**config.mk**
```make
export PLATFORM = sky130hd
export DESIGN_NAME = hysteresis_band_decoder
export DESIGN_NICKNAME = d
export VERILOG_FILES = /design/src/design/hbd_pkg.sv /design/src/design/hbd_thr_mem.sv /design/src/design/hysteresis_band_decoder.sv
export SDC_FILE = /design/constraint.sdc
export NUM_CORES = 1
export LEC_CHECK = 0
export ABC_AREA = 1
export BUFFER_PORTS_ARGS = -buffer_cell sky130_fd_sc_hd__buf_2
export CORE_MARGIN = 2
export CORE_UTILIZATION = 30
export CTS_BUF_LIST = sky130_fd_sc_hd__clkbuf_8 sky130_fd_sc_hd__clkbuf_16
export DETAILED_ROUTE_END_ITERATION = 6
export GPL_TIMING_DRIVEN = 0
export MAX_ROUTING_LAYER = met4
export REMOVE_ABC_BUFFERS = 1
export SLEW_MARGIN = 20
export SYNTH_ARGS = -nofsm -noshare
export SYNTH_HDL_FRONTEND = slang
export SYNTH_SLANG_ARGS = --single-unit
```
**constraint.sdc**
```tcl
create_clock -name clk_i -period 4.4 [get_ports clk_i]
set_clock_uncertainty 0.05 [all_clocks]
set_input_delay 1.1 -clock clk_i [delete_from_list [all_inputs] [get_ports clk_i]]
set_output_delay 1.1 -clock clk_i [all_outputs]
set_load 0.02 [all_outputs]
```
**src/design/hbd_pkg.sv**
```systemverilog
// ----------------------------------------------------------------------------
// hbd_pkg: shared types and constants for the hysteresis band decoder
// Transfer structs, operation codes, drive codes and parameter defaults.
// ----------------------------------------------------------------------------
package hbd_pkg;

  localparam int TableSizeDefault  = 13;
  localparam int SampleBitsDefault = 16;
  localparam int BandW             = 4;

  localparam logic [BandW-1:0] VhfFirstReset = 4'd10;

  // operation codes
  localparam logic [1:0] OpSample  = 2'd0;
  localparam logic [1:0] OpWrUpper = 2'd1;
  localparam logic [1:0] OpWrLower = 2'd2;

  // tuner line codes
  localparam logic [BandW-1:0] LinesAllOff = 4'hF;
  localparam logic [BandW-1:0] LinesVhf    = 4'h0;

  typedef struct packed {
    logic [1:0]       opcode;
    logic [BandW-1:0] entry;
    logic [15:0]      value;
  } in_item_t;

  typedef struct packed {
    logic [BandW-1:0] band;
    logic [BandW-1:0] band_lines;
    logic             power_on;
    logic             settle;
    logic             last;
  } out_item_t;

  // threshold table write control
  typedef struct packed {
    logic             upper_we;
    logic             lower_we;
    logic [BandW-1:0] entry;
  } thr_wr_t;

endpackage

```
**src/design/hbd_thr_mem.sv**
```systemverilog
// ----------------------------------------------------------------------------
// hbd_thr_mem: threshold tables and shared comparator
// Holds the upper and lower threshold tables and the one magnitude compare
// that the band walk reuses every cycle.
// ----------------------------------------------------------------------------
module hbd_thr_mem #(
  parameter int TABLE_SIZE  = hbd_pkg::TableSizeDefault,
  parameter int SAMPLE_BITS = hbd_pkg::SampleBitsDefault,
  localparam int IdxW       = (TABLE_SIZE > 1) ? $clog2(TABLE_SIZE) : 1
) (
  input  logic                   clk_i,
  input  hbd_pkg::thr_wr_t       wr_i,
  input  logic [SAMPLE_BITS-1:0] wr_value_i,
  input  logic [IdxW-1:0]        rd_idx_i,
  input  logic                   cmp_upper_i,
  input  logic [SAMPLE_BITS-1:0] sample_i,
  output logic                   lt_o
);
  import hbd_pkg::*;

  logic [SAMPLE_BITS-1:0] upper_q [TABLE_SIZE];
  logic [SAMPLE_BITS-1:0] lower_q [TABLE_SIZE];
  logic [SAMPLE_BITS-1:0] cmp_a, cmp_b;

  always_ff @(posedge clk_i) begin
    if (wr_i.upper_we) begin
      upper_q[wr_i.entry[IdxW-1:0]] <= wr_value_i;
    end
    if (wr_i.lower_we) begin
      lower_q[wr_i.entry[IdxW-1:0]] <= wr_value_i;
    end
  end

  // walking up: upper < sample; walking down: sample < lower
  always_comb begin
    if (cmp_upper_i) begin
      cmp_a = upper_q[rd_idx_i];
      cmp_b = sample_i;
    end else begin
      cmp_a = sample_i;
      cmp_b = lower_q[rd_idx_i];
    end
  end

  assign lt_o = cmp_a < cmp_b;

endmodule

```
**src/design/hysteresis_band_decoder.sv**
```systemverilog
// ----------------------------------------------------------------------------
// hysteresis_band_decoder: multilevel quantiser with hysteresis
// Walks a band index over loaded threshold tables and drives tuner codes.
// ----------------------------------------------------------------------------
//  channel | signals                          | direction
//  in      | in_valid_i, in_stall_o, in_data_i | sample / table load items
//  out     | out_valid_o, out_stall_i, out_data_o | band and drive results
//  cfg     | cfg_we_i, cfg_data_i             | vhf_first_band write
//
// A table load is written while idle. A sample walks the band index up,
// then down, one compare per step on the shared comparator and at most
// 2*(TABLE_SIZE-1) steps together, before its first result is registered;
// leaving a nonzero band below vhf_first_band gives a settle result, then
// the final one. Input is stalled while a sample is in work. Output stalls
// hold the result register. Reset sets band 0, lines 0 and power off.
// ----------------------------------------------------------------------------
module hysteresis_band_decoder #(
  parameter int TABLE_SIZE  = hbd_pkg::TableSizeDefault,
  parameter int SAMPLE_BITS = hbd_pkg::SampleBitsDefault
) (
  input  logic               clk_i,
  input  logic               rst_ni,
  input  logic               in_valid_i,
  output logic               in_stall_o,
  input  hbd_pkg::in_item_t  in_data_i,
  output logic               out_valid_o,
  input  logic               out_stall_i,
  output hbd_pkg::out_item_t out_data_o,
  input  logic               cfg_we_i,
  input  logic [3:0]         cfg_data_i
);
  import hbd_pkg::*;

  localparam int IdxW = (TABLE_SIZE > 1) ? $clog2(TABLE_SIZE) : 1;
  localparam logic [BandW-1:0] TableTop = BandW'(TABLE_SIZE - 1);
  localparam logic [BandW:0]   TableLen = (BandW + 1)'(TABLE_SIZE);

  typedef enum logic [4:0] {
    StIdle   = 5'b00001,
    StUp     = 5'b00010,
    StDown   = 5'b00100,
    StResult = 5'b01000,
    StFinal  = 5'b10000
  } state_e;

  state_e                 state_q, state_d;
  logic [BandW-1:0]       idx_q, idx_d;
  logic [BandW-1:0]       cur_q, cur_d;
  logic [BandW-1:0]       line_q, line_d;
  logic                   pwr_q, pwr_d;
  logic [BandW-1:0]       vhf_q;
  logic [SAMPLE_BITS-1:0] val_q, val_d;
  logic                   out_valid_q, out_valid_d;
  out_item_t              out_q, out_d;

  thr_wr_t                thr_wr;
  logic                   lt;
  logic                   accept;
  logic                   slot_free;
  logic                   entry_ok;
  logic [BandW-1:0]       drv_band;
  logic [BandW-1:0]       drv_line;
  logic                   drv_pwr;
  logic                   cur_hf;

  assign in_stall_o  = (state_q != StIdle);
  assign accept      = in_valid_i && (state_q == StIdle);
  assign slot_free   = !out_valid_q || !out_stall_i;
  assign out_valid_o = out_valid_q;
  assign out_data_o  = out_q;

  assign entry_ok        = {1'b0, in_data_i.entry} < TableLen;
  assign thr_wr.upper_we = accept && (in_data_i.opcode == OpWrUpper) && entry_ok;
  assign thr_wr.lower_we = accept && (in_data_i.opcode == OpWrLower) && entry_ok;
  assign thr_wr.entry    = in_data_i.entry;

  hbd_thr_mem #(
    .TABLE_SIZE  (TABLE_SIZE),
    .SAMPLE_BITS (SAMPLE_BITS)
  ) u_thr_mem (
    .clk_i       (clk_i),
    .wr_i        (thr_wr),
    .wr_value_i  (in_data_i.value[SAMPLE_BITS-1:0]),
    .rd_idx_i    (idx_q[IdxW-1:0]),
    .cmp_upper_i (state_q == StUp),
    .sample_i    (val_q),
    .lt_o        (lt)
  );

  assign cur_hf = (cur_q != '0) && (cur_q < vhf_q);

  // drive code for the target band; band 0 keeps the lines
  assign drv_band = (state_q == StFinal) ? cur_q : idx_q;
  always_comb begin
    if (drv_band == '0) begin
      drv_line = line_q;
      drv_pwr  = 1'b0;
    end else if (drv_band >= vhf_q) begin
      drv_line = LinesVhf;
      drv_pwr  = 1'b1;
    end else begin
      drv_line = ~drv_band;
      drv_pwr  = 1'b1;
    end
  end

  always_comb begin
    state_d     = state_q;
    idx_d       = idx_q;
    cur_d       = cur_q;
    line_d      = line_q;
    pwr_d       = pwr_q;
    val_d       = val_q;
    out_valid_d = out_valid_q && out_stall_i;
    out_d       = out_q;

    case (state_q)
      StIdle: begin
        if (accept && (in_data_i.opcode == OpSample)) begin
          val_d   = in_data_i.value[SAMPLE_BITS-1:0];
          idx_d   = cur_q;
          state_d = StUp;
        end
      end
      StUp: begin
        if ((idx_q != TableTop) && lt) begin
          idx_d = idx_q + 1'b1;
        end else begin
          state_d = StDown;
        end
      end
      StDown: begin
        if ((idx_q != '0) && lt) begin
          idx_d = idx_q - 1'b1;
        end else begin
          state_d = StResult;
        end
      end
      StResult: begin
        if (slot_free) begin
          out_valid_d = 1'b1;
          if (idx_q == cur_q) begin
            out_d   = '{band: cur_q, band_lines: line_q, power_on: pwr_q,
                        settle: 1'b0, last: 1'b1};
            state_d = StIdle;
          end else if (cur_hf) begin
            // all lines off while the relays settle
            cur_d   = idx_q;
            line_d  = LinesAllOff;
            out_d   = '{band: idx_q, band_lines: LinesAllOff, power_on: pwr_q,
                        settle: 1'b1, last: 1'b0};
            state_d = StFinal;
          end else begin
            cur_d   = idx_q;
            line_d  = drv_line;
            pwr_d   = drv_pwr;
            out_d   = '{band: idx_q, band_lines: drv_line, power_on: drv_pwr,
                        settle: 1'b0, last: 1'b1};
            state_d = StIdle;
          end
        end
      end
      StFinal: begin
        if (slot_free) begin
          out_valid_d = 1'b1;
          line_d      = drv_line;
          pwr_d       = drv_pwr;
          out_d       = '{band: cur_q, band_lines: drv_line, power_on: drv_pwr,
                          settle: 1'b0, last: 1'b1};
          state_d     = StIdle;
        end
      end
      default: begin
        state_d = StIdle;
      end
    endcase
  end

  always_ff @(posedge clk_i or negedge rst_ni) begin
    if (!rst_ni) begin
      state_q     <= StIdle;
      cur_q       <= '0;
      line_q      <= '0;
      pwr_q       <= 1'b0;
      vhf_q       <= VhfFirstReset;
      out_valid_q <= 1'b0;
    end else begin
      state_q     <= state_d;
      cur_q       <= cur_d;
      line_q      <= line_d;
      pwr_q       <= pwr_d;
      out_valid_q <= out_valid_d;
      if (cfg_we_i) begin
        vhf_q <= cfg_data_i;
      end
    end
  end

  always_ff @(posedge clk_i) begin
    idx_q <= idx_d;
    val_q <= val_d;
    out_q <= out_d;
  end

endmodule

```
# Yosys cells after proc, flatten, opt, wreduce, memory -nomap -nowiden
# Memories as Yosys holds them, arrays and structs flattened. A register that Yosys moved wholly into a read port is not among the register bits.
# Index checks and enable logic that the tools add are counted.
# totals
ramBits	416
out_inout_bits	13
n_memories	2
reg_bits	50
# classes
n_addsub	2
eq_ne	19
reduce_logical	27
order_cmp	4
bitwise	2
muxes	41
# memory_table
name	depth	word_bits	rd	rd_ports_with_merged_regs	write_ports	line_no	rtl
u_thr_mem.lower_q	13	16	1	1	1	hbd_thr_mem.sv:22	logic [SAMPLE_BITS-1:0] lower_q [TABLE_SIZE];
u_thr_mem.upper_q	13	16	1	1	1	hbd_thr_mem.sv:21	logic [SAMPLE_BITS-1:0] upper_q [TABLE_SIZE];
# ops
operator	count
2-to-1 mux 4 bit	12
2-to-1 mux 5 bit	7
2-to-1 mux 11 bit	3
2-to-1 mux 16 bit	2
case mux 5 bit (5 select lines)	1
case mux 11 bit (2 select lines)	1
less-than comparator 16 bit	1
inequality test 2 bit, second input constant	8
case mux 4 bit (3 select lines)	1
2-to-1 mux 1 bit	11
logical AND 1 bit	10
AND reduction 5 bit	2
case mux 4 bit (2 select lines)	1
AND reduction 4 bit	2
nonzero test 4 bit	2
2-to-1 mux 7 bit	1
AND reduction 3 bit	2
== test 5 x 1 -> 1 bit, second input constant	1
== test 5 x 2 -> 1 bit, second input constant	1
== test 5 x 3 -> 1 bit, second input constant	1
== test 5 x 4 -> 1 bit, second input constant	1
== test 5 bit, second input constant	1
inequality test 5 x 1 -> 1 bit, second input constant	1
adder 4 x 1 -> 4 bit, second input constant	1
20 further kinds	21

# Longest topological paths before layout
# Gate-level depths: netlist of the first run.
# depth
ltp_word	9
mapped_depth	23
ltp_nobuf	20

# Modules after synthesis
# A second synthesis of the first run with hierarchy kept.
# hier_totals
cells_unflattened	1553
hier_area_um2	19547.5
# by_module_without_submodules
module	area_each_um2	instances	cells_per_inst	seq_area_each_um2
hbd_thr_mem	16965.0	1	1281	12492.0
hysteresis_band_decoder	2582.5	1	272	1410.1

# Worst setup path before layout of the first run
# Ideal clock, no wire load.
# synth_path
kind	register to register
start	register with a tool-made name
end	register idx_q[0] (enable)
t_arrival_ns	2.839
slack_ns	1.216
path_stages_with_launch	19
synth_period_minus_slack_ns	3.184
cell_sequence	dfxtp_1 inv_2 buf_2 clkbuf_1 clkbuf_1 nor2_1 o22ai_1 nor2_1 o211ai_1 o21ai_0 ha_1 a21oi_1 nor2_1 a211oi_1 o221a_2 nand3_2 nand2_2 nand3_4 inv_2
# synth_rtl
element	line_no	rtl
end signal, assigned	hysteresis_band_decoder.sv:200	idx_q <= idx_d;
end, declared	hysteresis_band_decoder.sv:47	logic [BandW-1:0] idx_q, idx_d;

==> implementation parameters, run 1 <==
Parameter                              Value

Yosys
  Mapped Cells    1555
  Yosys Warn Count    0
  Fraction of the yosys area taken by sequential cells    0.719
  Post-Syn Area per Cell    12.5 sq um
  Post-synthesis instance area    19400 sq um
  Register bit count reported by yosys    470
  Synth cell types    48

STA
  Pin slew with the least headroom to its limit    1020 ps
  Number of setup violations in the final report    0
  Unrepaired setup endpoints after global routing    false
  Headroom to the max-slew limit    0.315
  Tcrit/Tclk final    0.933
  Final worst slack    293 ps
  Shortest clock period the worst path allows after layout    4110 ps
  Post-route setup TNS    0 ps
  Hold slack    411 ps
  Number of slew-limit violations in the final report    0
  Number of failing hold endpoints at the final stage    0
  Timing-limited maximum frequency    244 MHz

Finish
  Total Nets Final    1635
  Most common library cell in the layout ignoring fill and taps    sky130_fd_sc_hd__edfxtp_1
  Final Util    0.350
  Non-filler instance count after layout    2473
  Commonest cells after routing, fill and taps aside    sky130_fd_sc_hd__edfxtp_1, sky130_fd_sc_hd__nor2_1, sky130_fd_sc_hd__o21ai_0
  Layout cell share with drive strength beyond 1    0.120
  Signed area change from the synthesized netlist to the final layout    15.8%

Global routing
  GR met2 Demand/Resource    0.232
  Largest net degree at the start of global routing    110
  Via count of the first global-routing pass    12150
  Wire length of the first global-routing pass    74000 um
  Overall track demand over capacity in global routing    0.150
  Gr ovfl total    0
  GRT met3 Usage    0.0297
  Antenna violations before repair    5
  Most used routing layer in global routing    met2
  Global routing usage on met1    0.198

Placement
  Number of cells after detailed placement    2380
  Final estimated routing congestion in global placement    0.825
  HPWL after DPL    28100 um
  Count of buffers from port buffering    43
  Placement-stage worst setup slack    -185 ps

CTS
  Cts-stage hold buffer count    0
  Clock Path Buffers    3
  Clock Latency Late Sink    570 ps
  Total CTS buffers    46
  Clock transition at path regs    60 ps
  CTS tree    yes
  H-tree depth    2
  Clk sinks    470
  Clock root cell    sky130_fd_sc_hd__clkbuf_16

Drt
  Antenna Violating Nets Remaining    0
  Final wirelength    50300 um
  First-pass iteration count of the detailed router    5
  Detail-routed net length per standard cell    20.3 um
  Count of routing violations after the opening detailed-route iteration    1310
  Total vias in the final route    12695
  Via-per-instance ratio    5.13
  Number of DRC violations after detailed routing    0

Power
  Power per unit of standard cell area    576 nW/um^2
  Cell leakage power    7.47 nW
  Peak supply drop    265 uV

Setup path
  CP required    4640 ps
  CP Data Arrival Time    4350 ps
  Critical Path Fanout Max    55
  Kind of end point of the critical path    flop
  Critical Path Start Type    flop
  Start-to-end type of the worst setup path    flop to flop

Floorplanning
  Initial Util    0.303
  Die W    259 um
  Die height    259 um
  Number of top-level pins    44
  Area of the core    64200 sq um
  Area enclosed by the die boundary    66900 sq um
  Count of standard-cell rows    93

Run status
  Run status    finished clean

Job
  Max-cap violations    0

Hold path
  Hold WC Path Type    primary input to async pin
cell families after synthesis:
group	Yosys count	share of synthesized area
adders and majority gates	25	0.0165
buffers and inverters	167	0.0342
muxes	2	0.00116
DFF	470	0.719
xor gates and xnor gates	4	0.00180
AOI/OAI and AO/OA	424	0.127
and+or+nand+nor	463	0.0998
path summary, 6_finish.rpt:
check / end / slack (ps) / depth (start not counted)
worst max-delay path: idx_q[1] / 290 / 17
worst min-delay path: state_q[3] / 410 / 1
worst min register to register: pwr_q / 490 / 2
min in group clk_i: pwr_q / 490 / 2
worst max register to register: idx_q[1] / 290 / 17
max in group asynchronous: vhf_q[1] / 3560 / 1
layer usage:
metal	vias up	routed length [um]
met5	-	0
li1	5789	-
met4	0	1620
met1	6292	22000
met2	485	23000
met3	129	3700
critical path, stage by stage (launching register included):
cell and delay [ps]:
sky130_fd_sc_hd__dfxtp_4 470, sky130_fd_sc_hd__buf_16 260, sky130_fd_sc_hd__inv_6 380, sky130_fd_sc_hd__buf_12 300, sky130_fd_sc_hd__o21ai_0 140, sky130_fd_sc_hd__o22ai_1 240
sky130_fd_sc_hd__nor2_1 90, sky130_fd_sc_hd__o221ai_1 210, sky130_fd_sc_hd__o21ai_1 100, sky130_fd_sc_hd__ha_1 350, sky130_fd_sc_hd__nand2_1 100, sky130_fd_sc_hd__nor2_1 50
sky130_fd_sc_hd__a211oi_1 190, sky130_fd_sc_hd__o221a_2 320, sky130_fd_sc_hd__nand3_2 100, sky130_fd_sc_hd__nand2_2 150, sky130_fd_sc_hd__nand3_4 110, sky130_fd_sc_hd__inv_2 100
synth_stat cells (all sizes together):
cell | number | area share
a211oi | 2 | 0.00077
a21oi | 18 | 0.0048
a31oi | 9 | 0.0029
buf | 18 | 0.0053
clkbuf | 73 | 0.014
dfrtp | 16 | 0.021
dfstp | 3 | 0.0041
dfxtp | 4 | 0.0041
edfxtp | 447 | 0.69
fa | 1 | 0.0010
ha | 24 | 0.015
inv | 76 | 0.015
mux2 | 2 | 0.0012
nand2 | 112 | 0.023
nand3 | 41 | 0.012
nand3b | 1 | 0.00039
nand4 | 11 | 0.0043
nor2 | 288 | 0.056
nor3 | 6 | 0.0021
nor4 | 3 | 0.0017
o211ai | 17 | 0.0066
o21a | 1 | 0.00039
o21ai | 265 | 0.069
o21bai | 3 | 0.0012
o221a | 1 | 0.00058
o221ai | 43 | 0.019
o22a | 2 | 0.00090
o22ai | 59 | 0.019
o32ai | 4 | 0.0018
or2 | 1 | 0.00032
xor2 | 4 | 0.0018
area by class of cell:
| type | instances | area (sq um) |
|---|---|---|
| multi-input combinational | 918 | 5000 |
| inverter | 76 | 308 |
| clock inverter | 36 | 233 |
| timing repair buffer | 67 | 747 |
| clock buffer | 46 | 1150 |
| antenna | 5 | 12.5 |
| tap | 855 | 1070 |
| sequential | 470 | 14000 |
| fill | 6194 | 41700 |
metrics by stage:
| stage | area, sq um | total power, mW |
|---|---|---|
| global route | 22500 | 13.7 |
| CTS | 22400 | 12.9 |
| floorplan | 19100 | 7.83 |
| global placement | 20300 | 9.11 |
| detailed placement | 21000 | 9.23 |
| finish | 22500 | 13.0 |
registers in the layout, summed over array words and instances, names as in the netlist, named ones only:
signal and count:
out_valid_o 1, line_q 4, val_q 16, idx_q 4
cur_q 4, vhf_q 4, u_thr_mem.lower_q 208, pwr_q 1
state_q 5, u_thr_mem.upper_q 208, out_data_o 11
report_power, final:
part / switching (mW) / internal, mW / leakage, nW
Sequential: 0.214 / 5.06 / 4.30
Combinational: 2.67 / 1.34 / 2.44
Clock: 1.67 / 2.02 / 0.726
Total: 4.56 / 8.41 / 7.47
repair_timing:
item,4_1_cts,5_1_grt
endpoints found under the setup margin,8,8
gates resized for setup,2,1
pin swaps,0,0
setup buffers,0,6
(Power assumes the default switching activity.)
==> inputs of run 2 (changes only) <==
--- a/config.mk
+++ b/config.mk
@@ -5,11 +5,11 @@
 export SDC_FILE = /design/constraint.sdc
 export NUM_CORES = 1
 export LEC_CHECK = 0
-export ABC_AREA = 1
 export BUFFER_PORTS_ARGS = -buffer_cell sky130_fd_sc_hd__buf_2
 export CORE_MARGIN = 2
 export CORE_UTILIZATION = 30
 export CTS_BUF_LIST = sky130_fd_sc_hd__clkbuf_8 sky130_fd_sc_hd__clkbuf_16
+export CTS_CLUSTER_SIZE = 12
 export DETAILED_ROUTE_END_ITERATION = 6
 export GPL_TIMING_DRIVEN = 0
 export MAX_ROUTING_LAYER = met4
==> run 2 against run 1 <==
  * Synthesized cell count fell by 38%
  * Non-clock buffer count increased by 16
  * Sequential power is 6.3% lower
  * Clock power barely moved
  * Sequential cell count stayed put
==> implementation parameters, run 2 <==
Parameter                              Value

Power
  Power per unit of standard cell area    410 nW/um^2 (-29%)
  Cell leakage power    7.35 nW (-1.7%)
  Total power    9.10 mW (-30%)
  Peak supply drop    337 uV (+27%)

Global routing
  Via count of the first global-routing pass    9591 (-21%)
  Antenna violations before repair    4 (-1)
  Largest net degree at the start of global routing    39 (-65%)
  Overall track demand over capacity in global routing    0.130 (-0.0195)
  Gr ovfl total    0 (unchanged)
  Wire length of the first global-routing pass    62100 um (-16%)

Floorplanning
  Initial Util    0.302 (-0.000439)
  Count of standard-cell rows    92 (-1.1%)
  Area enclosed by the die boundary    65200 sq um (-2.4%)
  Die height    255 um (-1.2%)
  Area of the core    62700 sq um (-2.3%)
  Die W    255 um (-1.2%)
  Number of top-level pins    44 (unchanged)

Setup path
  Number of cells on the worst reg-to-reg path    13 (-4)
  Kind of end point of the critical path    flop
  CP required    4790 ps (+150 ps)
  Crit-path max cell delay    560 ps (+90 ps)
  Critical Path Fanout Max    25 (-55%)
  Start-to-end type of the worst setup path    flop to flop
  CP Data Arrival Time    4590 ps (+240 ps)
  Library cell contributing the largest single delay on the critical path    sky130_fd_sc_hd__mux4_2
  List of cells traversed by the critical path    buf_4 > buf_12 > mux4_2 > mux4_2 > nand2_1 > nand2_1 > ha_1 > nand4_1 > or4_1 > a32oi_2 > nor2_1 > o211ai_4 > mux2_1
  Critical Path Start Type    flop
  Worst reg2reg setup slack    200 ps (-90 ps)

Drt
  First-pass iteration count of the detailed router    7 (+2)
  Via-per-instance ratio    4.85 (-5.5%)
  Final wirelength    41700 um (-17%)
  Count of routing violations after the opening detailed-route iteration    877 (-33%)
  Detail-routed net length per standard cell    21.7 um (+6.5%)
  Total vias in the final route    9335 (-26%)
  Number of DRC violations after detailed routing    0 (unchanged)
  Antenna Violating Nets Remaining    0 (unchanged)

CTS
  Clock root cell    sky130_fd_sc_hd__clkbuf_16
  Clock Path Buffers    3 (unchanged)
  CTS tree    yes
  Clk sinks    470 (unchanged)
  Total CTS buffers    48 (+4.3%)
  H-tree depth    2 (unchanged)
  Cts-stage hold buffer count    0 (unchanged)
  Clock transition at path regs    60 ps (about the same)
  Clock Latency Late Sink    580 ps (about the same)

Yosys
  Leading cell types by total area after synthesis    sky130_fd_sc_hd__edfxtp_1, sky130_fd_sc_hd__mux4_2, sky130_fd_sc_hd__dfrtp_1
  Proportion of netlist area held by the largest area contributor    0.708 (+0.0175)
  Count of flip-flops with a built-in enable after synthesis    447 (unchanged)
  Yosys Warn Count    0 (unchanged)
  Fraction of the yosys area taken by sequential cells    0.737 (+0.0182)
  Ys async rst share    0.0404 (unchanged)
  Most common flop cell mapped by yosys    sky130_fd_sc_hd__edfxtp_1
  Register bit count reported by yosys    470 (unchanged)
  Most frequent cell after synthesis    sky130_fd_sc_hd__edfxtp_1
  Most used standard cells in the synthesized netlist    sky130_fd_sc_hd__edfxtp_1, sky130_fd_sc_hd__mux4_2, sky130_fd_sc_hd__nand2_1
  Post-Syn Area per Cell    19.7 sq um (+58%)
  Cell taking the most area after synthesis    sky130_fd_sc_hd__edfxtp_1
  Synth cell types    53 (+10%)
  Mapped Cells    961 (-38%)
  Post-synthesis instance area    19000 sq um (-2.5%)

Placement
  Placement-stage worst setup slack    -429 ps (-244 ps)
  HPWL after DPL    25000 um (-11%)
  Count of buffers from port buffering    43 (unchanged)
  Total placed instance area    20600 sq um (-1.8%)
  Final estimated routing congestion in global placement    0.766 (-7.2%)

STA
  Number of failing hold endpoints at the final stage    0 (unchanged)
  Number of setup violations in the final report    0 (unchanged)
  Final worst slack    201 ps (-92.3 ps)
  Number of slew-limit violations in the final report    0 (unchanged)
  Pin slew with the least headroom to its limit    818 ps (-206 ps)
  Headroom to the max-slew limit    0.453 (+0.138)
  Tcrit/Tclk final    0.954 (+0.0210)
  Unrepaired setup endpoints after global routing    false
  Timing-limited maximum frequency    238 MHz (-2.2%)
  Shortest clock period the worst path allows after layout    4200 ps (+92.3 ps)

Job
  Max-cap violations    0 (unchanged)

Run status
  Run status    finished clean

Finish
  Post-layout instance area    22200 sq um (-1.4%)
  Layout cell share with drive strength beyond 1    0.284 (+0.164)
  Total Nets Final    1105 (-32%)
  Most common library cell in the layout ignoring fill and taps    sky130_fd_sc_hd__edfxtp_1
  Commonest cells after routing, fill and taps aside    sky130_fd_sc_hd__edfxtp_1, sky130_fd_sc_hd__mux4_2, sky130_fd_sc_hd__nand2_1
  Signed area change from the synthesized netlist to the final layout    17.1%

Hold path
  Hold WC Path Type    primary input to async pin
## run 2: cell count changes after synthesis, sizes merged, moves of 44 or more
cell,before,now
clkbuf,73,24
inv,76,14
mux4,0,118
nand2,112,68
nor2,288,42
o21ai,265,15
o22ai,59,3
## run 2: power by group
group	internal, mW	total (mW)	switching (mW)
sequential	4.92	4.94	0.0196
combinational	0.211	0.486	0.275
clock	2.02	3.67	1.65
total	7.16	9.10	1.94
## run 2: metrics by stage
step	utilization	cells	TNS, ps	hold slack, ps
after global routing	0.354	1924	0	449
after CTS	0.352	1916	0	429
final	0.354	1925	0	431
after global placement	0.320	1805	-163390	428
after detailed placement	0.329	1836	-3960	424
after floorplan	-	916	-31750	406
## run 2: critical path, delay by kind of cell (launching register included)
kind | cells | cell delay [ps]
flops | 1 | 430
simple gates | 5 | 920
compound gates | 2 | 530
mux | 3 | 1450
fa+ha+maj | 1 | 290
buf+inv | 2 | 360
## run 2: cells by family (layout without fill, tap and decap cells)
| logic type | Yosys count | after routing | share of synthesized area |
|---|---|---|---|
| other cells | 0 | 5 | 0 |
| buf+inv | 59 | 172 | 0.0128 |
| simple gates | 170 | 170 | 0.0411 |
| compound gates | 72 | 72 | 0.0263 |
| flops | 470 | 470 | 0.737 |
| mux | 159 | 159 | 0.163 |
| fa+ha+maj | 25 | 25 | 0.0169 |
| xor+xnor | 6 | 6 | 0.00277 |
## run 2: layout make-up
type	count	area (sq um)
fillers	5770	40500
well taps	846	1060
clock buffers	48	1200
repair buffers	83	788
clock inverters	27	178
flip-flops and latches	470	14000
inverters	14	52.6
diodes	5	12.5
multi-input cells	432	4920
## run 2: timing repair
item,in CTS,in global routing
endpoints found under the setup margin,11,9
resized for setup,3,3
setup buffers,4,2
cloned,1,2
hold endpoints to repair,0,0
## run 2: routing by layer
layer	vias to the layer above	GRT usage	wire length (um)
met5	-	-	0
met3	50	0.0233	2200
met1	4939	0.183	19500
li1	4118	-	-
met4	0	0.0281	596
met2	228	0.198	19400
## run 2: worst max-delay path by stage
stage                     slack, ps  cells past startpoint        to
after floorplan               -2950                     13  idx_q[0]
after global placement        -5650                     13  idx_q[3]
after detailed placement       -430                     14  idx_q[0]
after CTS                         7                     13  idx_q[0]
after global routing             20                     13  idx_q[0]
final                           200                     13      flop
